==> config.mk <==
export PLATFORM = sky130hd
export DESIGN_NAME = pwm_duty_ramp_soft_start_top
export DESIGN_NICKNAME = d
export VERILOG_FILES = /design/src/hdl/pdr_pkg.sv /design/src/hdl/pdr_scale.sv /design/src/hdl/pdr_step.sv /design/src/hdl/pwm_duty_ramp_soft_start_top.sv
export SDC_FILE = /design/constraint.sdc
export NUM_CORES = 2
export LEC_CHECK = 0
export BUFFER_PORTS_ARGS = -buffer_cell sky130_fd_sc_hd__buf_2
export CAP_MARGIN = 20
export CORE_MARGIN = 2
export CORE_UTILIZATION = 35
export CTS_BUF_LIST = sky130_fd_sc_hd__clkbuf_8
export CTS_CLUSTER_SIZE = 40
export DETAILED_ROUTE_END_ITERATION = 6
export GPL_ROUTABILITY_DRIVEN = 0
export HOLD_SLACK_MARGIN = 0.02
export MAX_ROUTING_LAYER = met4
export SKIP_CTS_REPAIR_TIMING = 1
export SYNTH_ARGS = -nofsm -noshare
export SYNTH_HDL_FRONTEND = slang
export SYNTH_HIERARCHICAL = 1
export SYNTH_SLANG_ARGS = --single-unit
==> constraint.sdc <==
create_clock -name clk_i -period 14 [get_ports clk_i]
set_input_delay 2.1 -clock clk_i [delete_from_list [all_inputs] [get_ports clk_i]]
set_output_delay 2.1 -clock clk_i [all_outputs]
set_load 0.005 [all_outputs]
==> src/hdl/pdr_pkg.sv <==
package pdr_pkg;

  typedef logic [6:0]  pct_t;
  typedef logic [15:0] cmp_t;
  typedef logic [16:0] full_t;
  typedef logic [22:0] prod_t;
  typedef logic [1:0]  func_t;
  typedef logic [1:0]  chan_t;
  typedef logic [1:0]  cfg_idx_t;

  // Function codes
  localparam func_t FUNC_UP   = 2'd0;
  localparam func_t FUNC_DOWN = 2'd1;
  localparam func_t FUNC_TICK = 2'd2;

  // Channel codes
  localparam chan_t CH_PUMP = 2'd0;
  localparam chan_t CH_PULL = 2'd1;
  localparam chan_t CH_PUSH = 2'd2;

  // Register indexes
  localparam cfg_idx_t CFG_PERIOD   = 2'd0;
  localparam cfg_idx_t CFG_FAN_MODE = 2'd1;
  localparam cfg_idx_t CFG_PULL_PCT = 2'd2;
  localparam cfg_idx_t CFG_PUSH_PCT = 2'd3;

  localparam int CfgDataW = 16;

  // Reset values and fixed percents
  localparam cmp_t PERIOD_RST   = 16'd999;
  localparam cmp_t CMP_RST      = 16'd1000;
  localparam pct_t PULL_PCT_RST = 7'd60;
  localparam pct_t PUSH_PCT_RST = 7'd30;
  localparam pct_t PCT_FULL     = 7'd100;
  localparam pct_t AUTO_PULL    = 7'd60;
  localparam pct_t AUTO_PUSH    = 7'd30;

  // Divide by 100 as multiply by ceil(2^30 / 100), exact for products below 2^23
  localparam int            RecipShift = 30;
  localparam logic [23:0]   RECIP_100  = 24'd10737419;

  // Kind of compare target
  typedef enum logic [1:0] {
    TGT_ZERO,
    TGT_FULL,
    TGT_SCALED
  } tgt_kind_e;

  typedef struct packed {
    logic [1:0] func;
    logic [1:0] channel;
    logic [6:0] percent;
  } in_req_t;

  typedef struct packed {
    logic        reached;
    logic [15:0] pump_cmp;
    logic [15:0] pull_cmp;
    logic [15:0] push_cmp;
    logic        soft_done;
    logic [6:0]  pull_pct_applied;
    logic [6:0]  push_pct_applied;
  } out_rsp_t;

  // Target preparation carried from the scale stage to the step stage
  typedef struct packed {
    tgt_kind_e kind;
    prod_t     prod;
  } tgt_prep_t;

endpackage

==> src/hdl/pdr_scale.sv <==
module pdr_scale (
  input  pdr_pkg::pct_t      pct_i,
  input  pdr_pkg::full_t     full_i,
  output pdr_pkg::tgt_prep_t prep_o
);
  import pdr_pkg::*;

  pct_t        power;
  logic [23:0] prod_wide;

  // Invert the percent and scale the full count (period plus one) by the resulting power
  always_comb begin
    power     = PCT_FULL - pct_i;
    prod_wide = {7'd0, full_i} * {17'd0, power};
    prep_o.prod = prod_wide[$bits(prod_t)-1:0];
    if (pct_i >= PCT_FULL) begin
      prep_o.kind = TGT_ZERO;
    end else if (pct_i == '0) begin
      prep_o.kind = TGT_FULL;
    end else begin
      prep_o.kind = TGT_SCALED;
    end
  end

endmodule

==> src/hdl/pdr_step.sv <==
module pdr_step (
  input  logic               up_i,
  input  pdr_pkg::tgt_prep_t prep_i,
  input  pdr_pkg::cmp_t      full_tgt_i,
  input  pdr_pkg::cmp_t      cmp_i,
  output pdr_pkg::cmp_t      cmp_o,
  output logic               reached_o
);
  import pdr_pkg::*;

  logic [46:0] mul;
  cmp_t        quot;
  cmp_t        tgt;

  // Finish the divide by 100 and form the compare target
  always_comb begin
    mul  = {24'd0, prep_i.prod} * {23'd0, RECIP_100};
    quot = mul[RecipShift +: 16];
    case (prep_i.kind)
      TGT_ZERO:   tgt = '0;
      TGT_FULL:   tgt = full_tgt_i;
      TGT_SCALED: tgt = (quot == '0) ? '0 : quot - 16'd1;
      default:    tgt = '0;
    endcase
  end

  // Move one count toward the target, or flag it reached
  always_comb begin
    cmp_o     = cmp_i;
    reached_o = 1'b1;
    if (up_i) begin
      if (cmp_i < tgt) begin
        cmp_o     = cmp_i + 16'd1;
        reached_o = 1'b0;
      end
    end else begin
      if (cmp_i > tgt) begin
        cmp_o     = cmp_i - 16'd1;
        reached_o = 1'b0;
      end
    end
  end

endmodule

==> src/hdl/pwm_duty_ramp_soft_start_top.sv <==
// Channel   Handshake              Payload
// request   in_valid_i/in_stall_o  in_req_i (func, channel, percent)
// result    out_valid_o/out_stall_i out_rsp_o (reached, compares, soft start)
// config    cfg_we_i               cfg_idx_i, cfg_wdata_i
//
// One request per cycle while no held result stalls the pipeline; each result passes the stages below.
// Stages: input register, scale multiply register, divide-and-step into the result register.
// The scale multiply and the reciprocal multiply set the stage split.
// Reset restores the registers to their defaults and the compares to 1000.
// A stalled result holds the whole pipeline, so in_stall_o rises when out_stall_i meets a valid result.
module pwm_duty_ramp_soft_start_top (
  input  logic                     clk_i,
  input  logic                     rst_ni,
  input  logic                     in_valid_i,
  output logic                     in_stall_o,
  input  pdr_pkg::in_req_t         in_req_i,
  output logic                     out_valid_o,
  input  logic                     out_stall_i,
  output pdr_pkg::out_rsp_t        out_rsp_o,
  input  logic                     cfg_we_i,
  input  pdr_pkg::cfg_idx_t        cfg_idx_i,
  input  logic [pdr_pkg::CfgDataW-1:0] cfg_wdata_i
);
  import pdr_pkg::*;

  // Configuration registers
  cmp_t period_q;
  logic fan_mode_q;
  pct_t pull_pct_q;
  pct_t push_pct_q;

  // Pipeline
  logic      adv;
  logic      s1_valid_q;
  in_req_t   s1_req_q;
  logic      s2_valid_q;
  func_t     s2_func_q;
  chan_t     s2_chan_q;
  tgt_prep_t s2_prep_a_q, s2_prep_b_q;
  tgt_prep_t prep_a, prep_b;
  logic      out_valid_q;
  out_rsp_t  out_rsp_q, out_rsp_d;

  // Block state
  cmp_t pump_q, pump_d, pull_q, pull_d, push_q, push_d;
  logic active_q, active_d, finished_q, finished_d;
  pct_t last_pull_q, last_pull_d, last_push_q, last_push_d;

  full_t full;
  cmp_t  full_tgt;
  pct_t  fan_pull_pct, fan_push_pct, pct_a;
  cmp_t  cmp_a_in, cmp_a_out, cmp_b_out;
  logic  up_a, reached_a, reached_b, reached;

  // Write configuration
  always_ff @(posedge clk_i or negedge rst_ni) begin
    if (!rst_ni) begin
      period_q   <= PERIOD_RST;
      fan_mode_q <= 1'b1;
      pull_pct_q <= PULL_PCT_RST;
      push_pct_q <= PUSH_PCT_RST;
    end else if (cfg_we_i) begin
      case (cfg_idx_i)
        CFG_PERIOD:   period_q   <= cfg_wdata_i[15:0];
        CFG_FAN_MODE: fan_mode_q <= cfg_wdata_i[0];
        CFG_PULL_PCT: pull_pct_q <= cfg_wdata_i[6:0];
        CFG_PUSH_PCT: push_pct_q <= cfg_wdata_i[6:0];
        default: ;
      endcase
    end
  end

  // Full scale and fan targets for the current mode
  assign full         = {1'b0, period_q} + 17'd1;
  assign full_tgt     = full[16] ? 16'hFFFF : full[15:0];
  assign fan_pull_pct = fan_mode_q ? AUTO_PULL : pull_pct_q;
  assign fan_push_pct = fan_mode_q ? AUTO_PUSH : push_pct_q;

  // Advance the whole pipeline unless a finished result is held
  assign adv        = !out_valid_q || !out_stall_i;
  assign in_stall_o = !adv;

  // Scale stage: request percent, or the pull fan percent on a tick
  assign pct_a = (s1_req_q.func == FUNC_TICK) ? fan_pull_pct : s1_req_q.percent;

  pdr_scale u_scale_a (
    .pct_i  (pct_a),
    .full_i (full),
    .prep_o (prep_a)
  );

  pdr_scale u_scale_b (
    .pct_i  (fan_push_pct),
    .full_i (full),
    .prep_o (prep_b)
  );

  // Step stage: pick the compare that unit A works on
  always_comb begin
    up_a = (s2_func_q == FUNC_UP);
    if (s2_func_q == FUNC_TICK) begin
      cmp_a_in = pull_q;
    end else begin
      case (s2_chan_q)
        CH_PUMP: cmp_a_in = pump_q;
        CH_PULL: cmp_a_in = pull_q;
        CH_PUSH: cmp_a_in = push_q;
        default: cmp_a_in = pump_q;
      endcase
    end
  end

  pdr_step u_step_a (
    .up_i       (up_a),
    .prep_i     (s2_prep_a_q),
    .full_tgt_i (full_tgt),
    .cmp_i      (cmp_a_in),
    .cmp_o      (cmp_a_out),
    .reached_o  (reached_a)
  );

  pdr_step u_step_b (
    .up_i       (1'b0),
    .prep_i     (s2_prep_b_q),
    .full_tgt_i (full_tgt),
    .cmp_i      (push_q),
    .cmp_o      (cmp_b_out),
    .reached_o  (reached_b)
  );

  // Work out the state after this request
  always_comb begin
    pump_d      = pump_q;
    pull_d      = pull_q;
    push_d      = push_q;
    active_d    = active_q;
    finished_d  = finished_q;
    last_pull_d = last_pull_q;
    last_push_d = last_push_q;
    reached     = 1'b0;
    case (s2_func_q)
      FUNC_UP, FUNC_DOWN: begin
        case (s2_chan_q)
          CH_PUMP: begin
            pump_d  = cmp_a_out;
            reached = reached_a;
          end
          CH_PULL: begin
            pull_d  = cmp_a_out;
            reached = reached_a;
          end
          CH_PUSH: begin
            push_d  = cmp_a_out;
            reached = reached_a;
          end
          default: ;
        endcase
      end
      FUNC_TICK: begin
        if (active_q) begin
          pull_d      = cmp_a_out;
          push_d      = cmp_b_out;
          last_pull_d = fan_pull_pct;
          last_push_d = fan_push_pct;
          reached     = reached_a & reached_b;
          if (reached_a & reached_b) begin
            active_d   = 1'b0;
            finished_d = 1'b1;
          end
        end
      end
      default: ;
    endcase
    out_rsp_d.reached          = reached;
    out_rsp_d.pump_cmp         = pump_d;
    out_rsp_d.pull_cmp         = pull_d;
    out_rsp_d.push_cmp         = push_d;
    out_rsp_d.soft_done        = finished_d;
    out_rsp_d.pull_pct_applied = last_pull_d;
    out_rsp_d.push_pct_applied = last_push_d;
  end

  // Hold control and block state
  always_ff @(posedge clk_i or negedge rst_ni) begin
    if (!rst_ni) begin
      s1_valid_q  <= 1'b0;
      s2_valid_q  <= 1'b0;
      out_valid_q <= 1'b0;
      pump_q      <= CMP_RST;
      pull_q      <= CMP_RST;
      push_q      <= CMP_RST;
      active_q    <= 1'b1;
      finished_q  <= 1'b0;
      last_pull_q <= '0;
      last_push_q <= '0;
    end else if (adv) begin
      s1_valid_q  <= in_valid_i;
      s2_valid_q  <= s1_valid_q;
      out_valid_q <= s2_valid_q;
      if (s2_valid_q) begin
        pump_q      <= pump_d;
        pull_q      <= pull_d;
        push_q      <= push_d;
        active_q    <= active_d;
        finished_q  <= finished_d;
        last_pull_q <= last_pull_d;
        last_push_q <= last_push_d;
      end
    end
  end

  // Advance payload registers
  always_ff @(posedge clk_i) begin
    if (adv) begin
      s1_req_q    <= in_req_i;
      s2_func_q   <= s1_req_q.func;
      s2_chan_q   <= s1_req_q.channel;
      s2_prep_a_q <= prep_a;
      s2_prep_b_q <= prep_b;
      out_rsp_q   <= out_rsp_d;
    end
  end

  assign out_valid_o = out_valid_q;
  assign out_rsp_o   = out_rsp_q;

endmodule

# Yosys cells after proc, flatten, opt, wreduce, memory -nomap -nowiden

Cells that the tools add are included.

Add/sub/neg operators: 8
Multipliers: 4
Divide/modulo/power cells: 0
Order comparisons: 5
Eq/ne operators: 12
Shift operators: 0
Mux-type cells: 40
Bitwise gates (word level): 1
Reduce and logical (&&, ||, !) cells: 19

Operators with widths:

| operator                                             | count |
|---|---|
| 2-to-1 mux 16 bit                                    | 14 |
| case mux 16 bit (2 select lines)                     | 5 |
| multiplier 23 x 24 -> 46 bit (second input constant) | 2 |
| subtractor 16 x 1 -> 16 bit (second input constant)  | 4 |
| 2-to-1 mux 7 bit                                     | 7 |
| multiplier 17 x 7 -> 23 bit                          | 2 |
| greater-than comparator 16 bit                       | 2 |
| logical NOT 16 bit                                   | 2 |
| adder 16 x 1 -> 17 bit (second input constant)       | 1 |
| adder 16 x 1 -> 16 bit (second input constant)       | 1 |
| less-than comparator 16 bit                          | 1 |
| == test 2 bit (second input constant)                | 7 |
| >= comparator 7 bit (second input constant)          | 2 |
| logical NOT 7 bit                                    | 2 |
| subtractor 7 bit (first input constant)              | 2 |
| 2-to-1 mux 1 bit                                     | 11 |
| == test 2 x 1 -> 1 bit (second input constant)       | 5 |
| AND reduction 2 bit                                  | 5 |
| logical NOT 2 bit                                    | 3 |
| 2-to-1 mux 2 bit                                     | 2 |
| logical NOT 1 bit                                    | 3 |
| AND reduction 3 bit                                  | 1 |
| OR reduction 3 bit                                   | 1 |
| case mux 1 bit (2 select lines)                      | 1 |
| other kinds (3)                                      | 3 |

Flip-flop bits (word level): 227
Latch bits: 0
RAM bits: 0
Bits in read-only memories: 0
Output and inout port bits: 66
Logic and storage cells: 119
Memories: 0

# Depth between registers and ports, before layout

Word-level depth: 11
Depth in mapped cells: 43
Mapped depth without buffers: 40

# Cells and area by module

Netlist, hierarchy kept.

Modules (own cells, without submodules):

| module                       | times used | cells each | area each (um^2) | seq. area each (um^2) |
|---|---|---|---|---|
| pdr_step (u_step_a)          | 1          | 1216       | 11180.7          | 0.0 |
| pdr_step (u_step_b)          | 1          | 1227       | 11178.2          | 0.0 |
| pwm_duty_ramp_soft_start_top | 1          | 735        | 9576.7           | 6371.1 |
| pdr_scale (u_scale_b)        | 1          | 458        | 3856.2           | 0.0 |
| pdr_scale (u_scale_a)        | 1          | 442        | 3778.6           | 0.0 |

# Worst setup path after synthesis

Ideal clock, no wire load.

Path kind: reg2reg
From: register s2_prep_a_q[6] (netlist name)
To: register push_q[15]
Arrival time: 10.821 ns
Data required time: 13.875 ns
Path slack: 3.054 ns
Stages on the path, launching flop included: 40
Buffers on the path: 1
Period minus slack after synthesis: 10.946 ns
Cell sequence: edfxtp_1 -> fa_1 -> fa_1 -> inv_1 -> fa_1 -> fa_1 -> inv_1 -> fa_1 -> fa_1 -> inv_1 -> fa_1 -> inv_1 -> ha_1 -> nand4_1 -> or4_1 -> or2_0 -> o221ai_1 -> xnor2_1 -> (+4 left out) -> or4_1 -> o21ai_1 -> a22oi_1 -> ha_1 -> nand4_1 -> or3_1 -> nor2_1 -> a221oi_1 -> o21a_1 -> o21a_1 -> or4b_2 -> or4_1 -> o21a_1 -> xnor2_1 -> mux2i_1 -> nor2_1 -> a221o_1 -> mux2_2

Word-level cells in the longest chain between the ends: 9

RTL lines:

| element                                                                       | RTL line                            | RTL |
|---|---|---|
| from (decl)                                                                   | pwm_duty_ramp_soft_start_top.sv:39  | `tgt_prep_t s2_prep_a_q, s2_prep_b_q;` |
| from (signal assigned)                                                        | pwm_duty_ramp_soft_start_top.sv:218 | `s2_prep_a_q <= prep_a;` |
| multiplier 23 x 24 -> 46 bit *                                                | pdr_step.sv:17                      | `mul = {24'd0, prep_i.prod} * {23'd0, RECIP_100};` |
| subtractor 16 x 1 -> 16 bit or logical NOT 16 bit (tied branches)             | pdr_step.sv:22                      | `TGT_SCALED: tgt = (quot == '0) ? '0 : quot - 16'd1;` |
| 2-to-1 mux 16 bit *                                                           | pdr_step.sv:22                      |  |
| case mux 16 bit (2 select lines) *                                            | pdr_step.sv:19                      | `case (prep_i.kind)` |
| greater-than comparator 16 bit or less-than comparator 16 bit (tied branches) | pdr_step.sv:37, pdr_step.sv:32      |  |
| 2-to-1 mux 16 bit (on tied branches)                                          | pdr_step.sv:37, pdr_step.sv:32      |  |
| 2-to-1 mux 16 bit *                                                           | pdr_step.sv:31                      | `if (up_i) begin` |
| named net cmp_a_out[15]                                                       | pwm_duty_ramp_soft_start_top.sv:52  | `cmp_t cmp_a_in, cmp_a_out, cmp_b_out;` |
| 2-to-1 mux 16 bit *                                                           | pwm_duty_ramp_soft_start_top.sv:143 | `case (s2_chan_q)` |
| case mux 16 bit (2 select lines) *                                            | pwm_duty_ramp_soft_start_top.sv:141 | `case (s2_func_q)` |
| named net push_d[15]                                                          | pwm_duty_ramp_soft_start_top.sv:45  | `cmp_t pump_q, pump_d, pull_q, pull_d, push_q, push_d;` |
| to (signal assigned)                                                          | pwm_duty_ramp_soft_start_top.sv:203 | `push_q <= push_d;` |
| to (decl)                                                                     | pwm_duty_ramp_soft_start_top.sv:45  |  |

The timed path passes the listed nets; every way through them passes the cells marked *.
A chain may end at the register's enable or synchronous reset.

# Final worst setup path

From: register s2_prep_a_q[5] (netlist name)
To: register push_q[15]

The elaborated chain is that of the path after synthesis.

==> results.md <==
- Largest net degree at the start of global routing: 71
- Final hold vios: 0
- Filler cell count: about 11,000
- Final Setup Violations: 0
- Yosys warns: 6
- R2r worst-path depth: 38
- Reg-to-reg startpoint: s2_prep_a_q[5]
- Final Max Slew Viols: 0
- Status: finished clean
- GR Util All Layers: about a fifth
- Post-synth EDFFs: 129
- WL/cell: approximately 18 um
- Unique cell type count in the Yosys netlist: 108
- # clock sinks: 227
- Placement Cell Area: about 0.042 mm2
- Core area: 0.112 mm2
- Die X: 340 um
- Detailed placement HPWL: 88,200 um
- Synthesized cell area: 0.0396 mm2
- Async set or reset register ratio after synthesis: 43.2%
- Ys flop type: edfxtp_1
- Area Overhead vs Synth: 8.18%
- Global-route wire length before repair: 171,000 um
- Final Util: between 30% and 40%
- CTS Buf Count: 40
- RSZ-0062 raised after global routing: false
- Vias: ~29,000
- RR Endpoint: push_q[15]
- IO Pins: 100
- DRC errors left: 0
- Drt pass-1 iters: 6
- Post-synthesis sequential area ratio: 16.1%
- Worst hold start: s1_req_q[8]
- Finished Cell Area: 0.0428 mm2
- Via density: 5.09
- Post-Route Skew: 0.0742 ns
- Hold crit path type: flop to flop
- Final setup TNS: 0 ns
- Largest stage delay, worst path: slightly above 0.7 ns
- Crit. End Element: flop
- Seq cells post-synth: 227
- Post-Synthesis Cells: 4,078
- H-tree levels: 2
- Total global routing overflow: 0
- Hold path cells: 0
- Syn Area/Cell: 9.70 um2
- 1st-iter DRT viols: 1,817
- Worst slew pin tran: 1.08 ns
- R2r setup slk: about 2.1 ns
- CP Data Arrival Time: about 12 ns
- Crit Path Max Fanout: 7
- Max Cap Viol: 0
- Final Critical Period: 11.91 ns
- Max Buffers Root-to-Sink: 3
- CP max-delay cell: or4b_2
- Final net count: 5,348
- FP Rows: 123
- Clock transition at path regs: 0.07 ns
- Detailed Route WL: roughly 110,000 um
- Proportion of layout cells with a drive suffix above 1: 9.34%
- Initial antenna violation count: 1
- Vias in the first global route: 30,553
- Die H: roughly 340 um
- CTS Root Cell: clkbuf_8
- Final Cycle Share: 85.1%
- Worst Path Required: 14.53 ns
- Die Footprint: 0.116 mm2
- Startpoint types: flop
- Fmax: about 84 MHz
- Worst-skew pair later-pin latency: 0.68 ns
- Tightest slew margin relative to the limit: a little over a quarter
- Final ANT Viol Nets: 0
- Number of port buffers: between 90 and 100
- Critical Path Most Common Cell: fa_1
- Initial Util: 35.2%
- Worst Hold End: s2_chan_q[1]
- Crit path kind: flop to flop
- CTS tree: done
## how the worst max path moves through the flow
stage                                from         end  slack, ns
after CTS                  s2_prep_a_q[6]  push_q[15]       2.07
after global placement    s2_prep_a_q[14]  push_q[15]       2.31
after global routing       s2_prep_a_q[6]  push_q[15]       1.44
after floorplan            s2_prep_a_q[6]  push_q[15]       3.05
final                      s2_prep_a_q[5]  push_q[15]       2.09
after detailed placement  s2_prep_a_q[14]  push_q[15]       2.15
## logic make-up (layout without fill, tap and decap cells)
| kind of cell | after synthesis | count (layout) | share of synthesized area, % |
|---|---|---|---|
| flops | 227 | 227 | 16.1 |
| compound gates | 613 | 613 | 10.5 |
| other cells | 1 | 6 | 0.00948 |
| simple gates | 953 | 953 | 12.6 |
| buf+inv | 900 | 1025 | 8.65 |
| mux | 105 | 105 | 2.93 |
| fa+ha+maj | 1139 | 1139 | 46.1 |
| xor+xnor | 140 | 140 | 3.14 |
## synthesized netlist by cell type, drive strengths merged (9+ instances only)
| cell type | number | area share, % |
|---|---|---|
| nand3 | 54 | 0.72 |
| inv | 819 | 7.8 |
| fa | 532 | 27 |
| o21bai | 15 | 0.29 |
| xnor2 | 91 | 2.0 |
| ha | 607 | 19 |
| dfstp | 36 | 2.4 |
| and2 | 165 | 2.6 |
| nor4 | 18 | 0.32 |
| a31oi | 32 | 0.52 |
| dfrtp | 62 | 3.9 |
| o211ai | 17 | 0.36 |
| buf | 28 | 0.38 |
| nor3 | 49 | 0.73 |
| clkbuf | 53 | 0.50 |
| a21oi | 145 | 1.9 |
| a211o | 9 | 0.20 |
| edfxtp | 129 | 9.8 |
| or2 | 13 | 0.21 |
| a21o | 49 | 0.93 |
| and3 | 21 | 0.33 |
| o22ai | 10 | 0.16 |
| mux2i | 17 | 0.43 |
| a211oi | 23 | 0.54 |
| o31ai | 11 | 0.28 |
| or4 | 16 | 0.33 |
| a221o | 15 | 0.38 |
| nand2b | 35 | 0.55 |
| nand2 | 323 | 3.1 |
| nor2 | 117 | 1.1 |
| or3 | 19 | 0.31 |
| a22oi | 34 | 0.66 |
| mux2 | 88 | 2.5 |
| nor2b | 32 | 0.51 |
| o21ai | 153 | 2.0 |
| xor2 | 49 | 1.1 |
| o21a | 23 | 0.44 |
| nand4 | 48 | 0.84 |
## metrics by stage
stage          setup slack, ns  hold slack, ns  cells
2_1_floorplan             3.05           0.400   4082
3_3_place_gp              2.31           0.403   5631
3_5_place_dp              2.15           0.405   5631
4_1_cts                   2.07           0.429   5705
5_1_grt                   1.44           0.437   5708
6_report                  2.09           0.434   5708
## sequential cells by signal (all words and copies together), names as in the netlist, 2 cells and up
signal / flops
pull_q: 16
last_push_q: 7
out_rsp_o: 64
s2_func_q: 2
push_q: 16
pull_pct_q: 7
pump_q: 16
period_q: 16
s2_chan_q: 2
last_pull_q: 7
s2_prep_a_q: 25
s1_req_q: 11
s2_prep_b_q: 25
push_pct_q: 7
## final cells by class
cell class / instances / area (um2) / share of cell area [%]
Multi-Input combinational cell: 2955 / 29900 / 69.7
Sequential cell: 227 / 6370 / 14.9
Tap cell: 1500 / 1880 / 4.38
Clock inverter: 31 / 293 / 0.684
Clock buffer: 43 / 592 / 1.38
Inverter: 819 / 3070 / 7.18
Antenna cell: 1 / 2.50 / 0.00585
Timing Repair Buffer: 132 / 746 / 1.74
## cells in the final DEF (no fill, tap or decap), types with 33 or more instances in the layout
cell,n
fa_1,532
nand4_1,44
a21oi_1,138
nand2b_1,35
ha_1,607
dfrtp_1,62
clkbuf_8,43
nor3_1,43
buf_2,98
a21o_1,49
edfxtp_1,129
nand2_1,322
dfstp_2,36
a22oi_1,33
nand3_1,51
and2_1,164
xor2_1,45
inv_1,829
o21ai_0,134
xnor2_1,88
buf_4,34
mux2_2,87
nor2_1,117
## worst max-delay path, delay by kind of cell (launching register included)
family	cells	cell delay, ns
fa+ha+maj	10	4.78
xor+xnor	2	0.47
compound gates	9	1.49
buf+inv	4	0.20
simple gates	11	3.85
flops	1	0.53
mux	2	0.43
## per-layer routing
| metal | part of all wire [%] | vias to the layer above | wire length, um | track usage, % |
|---|---|---|---|---|
| li1 | - | 13754 | - | - |
| met1 | 45 | 14426 | 46800 | 24.8 |
| met2 | 48 | 721 | 50100 | 31.3 |
| met3 | 4.0 | 159 | 4230 | 1.78 |
| met4 | 3.7 | 0 | 3930 | 6.35 |
| met5 | 0 | - | 0 | - |
Power is not shown: default switching activity piles up to over one toggle a cycle in this logic, so the estimate is an artifact.
